==> config.mk <==
export PLATFORM = sky130hd
export DESIGN_NAME = ssff_fifo
export DESIGN_NICKNAME = d
export VERILOG_FILES = /design/src/design/ssff_pkg.sv /design/src/design/ssff_fifo.sv
export SDC_FILE = /design/constraint.sdc
export NUM_CORES = 1
export LEC_CHECK = 0
export BUFFER_PORTS_ARGS = -buffer_cell sky130_fd_sc_hd__buf_2
export CORE_MARGIN = 2
export CORE_UTILIZATION = 23
export CTS_CLUSTER_DIAMETER = 200
export DETAILED_ROUTE_END_ITERATION = 7
export GPL_TIMING_DRIVEN = 0
export PLACE_DENSITY = 0.51
export SLEW_MARGIN = 20
export SYNTH_ARGS = -nofsm -noshare
export SYNTH_HDL_FRONTEND = slang
export SYNTH_SLANG_ARGS = --single-unit
==> constraint.sdc <==
create_clock -name i_clk -period 6.8 [get_ports i_clk]
set_input_delay 1.02 -clock i_clk [delete_from_list [all_inputs] [get_ports i_clk]]
set_output_delay 1.02 -clock i_clk [all_outputs]
set_load 0.005 [all_outputs]
==> src/design/ssff_pkg.sv <==
// shared types, field layouts and codes of the syscall flow filter
// no dependencies; imported by every module of the block

package ssff_pkg;

    // default sizes of the policy tables
    localparam int DEF_NUM_SYSCALLS = 512;
    localparam int DEF_NUM_STATES   = 16;
    localparam int DEF_NUM_CONTEXTS = 64;

    // depth of the queue between front and back
    localparam int QUEUE_DEPTH = 2;

    localparam int STATE_W    = 4;
    localparam int CFG_IDX_W  = 2;
    localparam int CFG_DATA_W = 12;
    localparam int ERRNO_W    = 12;

    // commands
    localparam logic [2:0] CMD_SYSCALL    = 3'd0;
    localparam logic [2:0] CMD_TRANSITION = 3'd1;
    localparam logic [2:0] CMD_TRACK      = 3'd2;
    localparam logic [2:0] CMD_UNTRACK    = 3'd3;
    localparam logic [2:0] CMD_LOAD       = 3'd4;

    // result status codes
    localparam logic [3:0] ST_ALLOWED   = 4'd0;
    localparam logic [3:0] ST_RECORDED  = 4'd1;
    localparam logic [3:0] ST_IGNORED   = 4'd2;
    localparam logic [3:0] ST_REFUSED   = 4'd3;
    localparam logic [3:0] ST_COMPAT    = 4'd4;
    localparam logic [3:0] ST_BADNUM    = 4'd5;
    localparam logic [3:0] ST_FLOW_VIOL = 4'd6;
    localparam logic [3:0] ST_FLOW_WARN = 4'd7;
    localparam logic [3:0] ST_ADMIN     = 4'd8;

    // configuration register indexes
    localparam logic [CFG_IDX_W-1:0] CFG_LEARNING_MODE = 2'd0;
    localparam logic [CFG_IDX_W-1:0] CFG_VIOL_ACTION   = 2'd1;
    localparam logic [CFG_IDX_W-1:0] CFG_ERROR_NUMBER  = 2'd2;
    localparam logic [CFG_IDX_W-1:0] CFG_AUTO_TRACK    = 2'd3;

    // configuration reset values
    localparam logic               RST_LEARNING_MODE = 1'b1;
    localparam logic [1:0]         RST_VIOL_ACTION   = 2'd0;
    localparam logic [ERRNO_W-1:0] RST_ERROR_NUMBER  = 12'd1;
    localparam logic               RST_AUTO_TRACK    = 1'b0;

    // policy table select
    localparam logic TSEL_SYSCALL = 1'b0;

    typedef struct packed {
        logic [2:0] cmd;
        logic [5:0] context_req;
        logic [5:0] parent_context;
        logic       has_parent;
        logic [9:0] syscall_number;
        logic       compat_abi;
        logic [3:0] target_state;
        logic [3:0] table_state;
        logic       table_select;
        logic [8:0] table_index;
        logic       table_bit;
    } t_in_item;

    typedef struct packed {
        logic [3:0]         status;
        logic               kill_process;
        logic [ERRNO_W-1:0] error_return;
        logic [3:0]         context_state;
        logic               context_tracked;
    } t_out_item;

    typedef struct packed {
        logic               learning_mode;
        logic [1:0]         viol_action;
        logic [ERRNO_W-1:0] error_number;
        logic               auto_track;
    } t_cfg;

    typedef enum logic [2:0] {
        K_SYSCALL,
        K_TRANSITION,
        K_TRACK,
        K_UNTRACK,
        K_LOAD,
        K_NONE
    } t_kind;

    // classified item as it travels through the queue
    typedef struct packed {
        t_kind    kind;
        logic     ctx_ok;
        logic     par_ok;
        logic     sc_ok;
        logic     tgt_ok;
        logic     tstate_ok;
        logic     tidx_sys_ok;
        logic     tidx_st_ok;
        t_in_item item;
    } t_dec;

    // one context slot: tracked flag and current state
    typedef struct packed {
        logic               trk;
        logic [STATE_W-1:0] st;
    } t_ctx_ent;

endpackage

==> src/design/ssff_fifo.sv <==
// short queue of classified items between front and back
// depends on ssff_pkg

module ssff_fifo (
    input  logic           i_clk,
    input  logic           i_rst_n,
    input  logic           i_push,
    input  ssff_pkg::t_dec i_push_item,
    output logic           o_full,
    output logic           o_valid,
    output ssff_pkg::t_dec o_head,
    input  logic           i_pop
);
    import ssff_pkg::*;

    localparam int PW   = (QUEUE_DEPTH > 1) ? $clog2(QUEUE_DEPTH) : 1;
    localparam int CNTW = $clog2(QUEUE_DEPTH + 1);

    t_dec            r_slot [QUEUE_DEPTH];
    logic [PW-1:0]   r_wr_ptr, n_wr_ptr;
    logic [PW-1:0]   r_rd_ptr, n_rd_ptr;
    logic [CNTW-1:0] r_count, n_count;

    assign o_full  = r_count == CNTW'(QUEUE_DEPTH);
    assign o_valid = r_count != '0;
    assign o_head  = r_slot[r_rd_ptr];

    always_comb begin
        n_wr_ptr = r_wr_ptr;
        n_rd_ptr = r_rd_ptr;
        n_count  = r_count;
        if (i_push) begin
            n_wr_ptr = (r_wr_ptr == PW'(QUEUE_DEPTH - 1)) ? '0 : r_wr_ptr + 1'b1;
        end
        if (i_pop) begin
            n_rd_ptr = (r_rd_ptr == PW'(QUEUE_DEPTH - 1)) ? '0 : r_rd_ptr + 1'b1;
        end
        if (i_push && !i_pop) begin
            n_count = r_count + 1'b1;
        end else if (!i_push && i_pop) begin
            n_count = r_count - 1'b1;
        end
    end

    always_ff @(posedge i_clk) begin
        if (!i_rst_n) begin
            r_wr_ptr <= '0;
            r_rd_ptr <= '0;
            r_count  <= '0;
        end else begin
            r_wr_ptr <= n_wr_ptr;
            r_rd_ptr <= n_rd_ptr;
            r_count  <= n_count;
        end
    end

    always_ff @(posedge i_clk) begin
        if (i_push) begin
            r_slot[r_wr_ptr] <= i_push_item;
        end
    end

endmodule

### After elaboration in Yosys (flattened, before gate mapping)

Memory sizes are Yosys's and may differ from the RTL's. A register that Yosys moved wholly into a read port is not among the register bits.
Index checks and enable logic that the tools add are counted.

* register bits after elaboration: 4
* memory bits (writable): 112
* output and inout port bits: 58
* logic and storage cells: 23
* memories: 1

Memory list
* r_slot: depth 2, bits a word 56, read ports 1, clocked after memory_dff 1, write ports 1, line ssff_fifo.sv:19 `t_dec r_slot [QUEUE_DEPTH];`

* add/subtract/negate cells: 4
* eq/ne operators: 1
* muxes and demuxes: 8
* reductions and logical operators: 6

Operators by type and width (count)
* $mux 1: 6
* $mux 2: 2
* $reduce_bool 2->1: 2
* $add 1x1->1 const B: 2
* $add 2x1->2 const B: 1
* $eq 2x2->1 const B: 1
* $logic_and 1x1->1: 2
* $logic_not 1->1: 2
* $sub 2x1->2 const B: 1

### Depth between registers and ports, before layout

* depth after elaboration: 4
* mapped depth: 5
* depth with buffers taken out: 5

### Least setup slack after synthesis

No wires, ideal clock.

* path kind: in2reg
* from: in i_push
* to: mem r_slot[0][0] (netlist bit), enable pin
* setup time: 478 ps
* data arrival time: 3524 ps
* data required time: 6322 ps
* path slack: 2799 ps
* stages on the path: 1
* path buffers: 0
* cells stage by stage: nor2b_1

* cells in the longest elaborated chain, start to end: 2

Ends and longest elaborated chain
* from (decl): line ssff_fifo.sv:7 `input logic i_push,`
* $mux 1: line ssff_fifo.sv:58 `if (i_push) begin`
* $mux 1 (not written as such): line ssff_fifo.sv:59 `r_slot[r_wr_ptr] <= i_push_item;`
* to (decl): line ssff_fifo.sv:19

Every way passes these cells.

==> metrics.cfg <==
[route]
vias_per_cell = 3.90
dr.pass1.iters = 4
vias = 2257
ant_nets = 0
wl_per_cell_um = 14.6
totalWireLength_um = 8430
drc = 0
drt-initial-drc-count = 55

[yosys]
synth_nets = 257
synth_area_um2 = 4270
syn_avg_cell_area_um2 = 21.8
ys_seq_area_share_pct = 81.1
synth_edf_count = 112
synthCells = 196
async_flop_share_pct = 0
yosys_warnings = 0
synthFlopType = edfxtp_1
synth_cell_type_count = 18
ys_seq_elements = 117

[place]
placed_cell_area_um2 = 5220
port_buffers = 117
dp.cells = 545
dp_hpwl_um = 5610
place_congestion = 0.708
dp_slack_ns = 4.44

[sta]
finalCritPeriodShare_pct = 39.2
rsz0062_at_grt = false
fin_crit_ns = 2.66
slew_headroom_pct = 56.4
drv_slew = 0
worstMarginPinSlew_ns = 0.653
finalSetupViolCount = 0
finClkSkew_ns = 0.00772
tns_ns = 0
clock.fmax_ghz = 0.375
layout_setup_ws_ns = 4.14
hold_viol_final = 0

[critical_path]
critPathArrivalTime_ns = 1.64
r2r_cells = 2
cp.required_ns = 5.78
start_kind = flop
worstReg2RegEnd = r_slot[0][44]$_DFFE_PP_
r2r_start = r_wr_ptr$_SDFFE_PN0P_
cp_max_fo = 10
end_kind = output pin
worstSetupPathType = reg2out
regToRegSetupSlack_ns = 5.33

[cells_and_area]
instances_no_fill = 578
area_growth_pct = 36.1
stdcell_area_um2 = 5820
nets = 396
register_area_um2 = 3460
multiInputGateArea_um2 = 758
drive_gt1_share_pct = 62.1
fill_cells = 1771

[clock_network]
post_cts_buffers = 0
numCtsBuffers = 17
clk_latency_ns = 0.40
clk_path_buf_depth = 2
cts.clk_slew.worst_paths_ns = 0.06
cts_max_level = 4
cts-root-buf = clkbuf_16
cts_sinks = 117
cts_tree = done
post_cts_resized = 0
postCtsHoldBufs = 0

[floorplanning]
fp.dieH_um = 140
initial_core_util_pct = 23.6
die-area_um2 = 19700
chipWidth_um = 140
ios = 118
num_rows = 49
core_area_um2 = 18100

[power_and_ir_drop]
peakVddDrop_v = 0.000156
power.density_nw_per_um2 = 325
cellLeakagePower_nw = 2.17
total_power_w = 0.00189

[grt]
grt_pass1_vias = 2480
grt_max_degree = 37
grt_pass1_wl_um = 13000
grt_usage_pct = 9.03
grt_antenna_before_repair = 1
grt_overflow = 0

[run_status]
outcome = finished, final reports clean

[worst_hold_path]
min_from = r_count[1]$_SDFFE_PN0P_
min_path_cells = 2
worstHoldEndpoint = r_count[1]$_SDFFE_PN0P_
hp-class = reg2reg

[flow_run]
max_cap_viol_count = 0

==> per-layer routing <==
metal	wire length, um	part of all wire (%)	GRT usage [%]	vias to the layer above
met4	106	1.3	4.47	0
li1	-	-	-	1054
met3	617	7.3	4.44	7
met5	0	0	0	-
met1	3490	41	9.96	1121
met2	4210	50	14.5	75
==> sequential cells by signal, summed over array words and instances, names as in the netlist, named ones only <==
signal / flops
r_rd_ptr: 1
r_count: 2
r_slot: 112
r_wr_ptr: 1
==> how the worst max path moves through the flow <==
stage,start,slack [ns],endpoint,depth (start not counted)
floorplan,i_push,2.80,r_slot[0][0]$_DFFE_PP_,1
CTS,flop,4.07,o_head[29],4
global route,flop,4.04,o_head[39],4
finish,flop,4.14,o_head[39],4
detailed placement,i_push,4.44,r_slot[0][44]$_DFFE_PP_,3
global placement,i_push,0.88,r_slot[0][2]$_DFFE_PP_,2
==> logic make-up after synthesis <==
kind of cell,after synthesis,synth area share (%)
buffers and inverters,7,1.43
XOR/XNOR,3,0.615
multiplexers,56,14.8
AND/OR/NAND/NOR,9,1.38
AO/OA/AOI/OAI,3,0.469
adder cells (fa/ha/maj),1,0.293
flip-flops,117,81.1
==> where the power goes <==
| group | switching (W) | internal [W] |
|---|---|---|
| Sequential | 0.00000906 | 0.000832 |
| Clock | 0.000314 | 0.000574 |
| Combinational | 0.0000742 | 0.0000865 |
| Total | 0.000398 | 0.00149 |
==> synth_stat cells, types with 2 or more instances <==
| cell type | count | area (um2) |
|---|---|---|
| xor2_1 | 2 | 17.5 |
| nor2b_1 | 2 | 12.5 |
| dfxtp_1 | 5 | 100 |
| buf_6 | 4 | 45.0 |
| mux2_2 | 56 | 631 |
| edfxtp_1 | 112 | 3360 |
| and2_1 | 4 | 25.0 |
==> final cells by class <==
class                      count  area share, %
buffer                         6          0.990
clock inverter                13           2.71
sequential                   117           59.6
antenna                        1         0.0430
timing repair buffer         120           11.2
inverter                       1         0.0645
multi-input combinational     72           13.0
tap                          229           4.93
clock buffer                  19           7.44
==> critical path, cell delays in order, from the launching register on <==
cell and delay, ns:
dfxtp_1 0.32, buf_4 0.23, buf_6 0.19, mux2_2 0.36, buf_2 0.13
==> cell usage in the layout (no fill, tap or decap), drive strengths merged, types with 2 or more instances in the layout <==
cell type,Yosys,final
and2,4,4
clkinv,0,5
mux2,56,56
inv,1,2
buf,6,126
xor2,2,2
edfxtp,112,112
clkbuf,0,19
bufinv,0,3
nor2b,2,2
clkinvlp,0,4
dfxtp,5,5
==> per-stage QoR <==
step                hold WS [ns]  util, %
floorplan                  0.461        -
global placement           0.473     28.4
detailed placement         0.505     28.9
CTS                        0.513     32.1
global route               0.543     32.1
finish                     0.512     32.2
(Power assumes the default switching activity.)
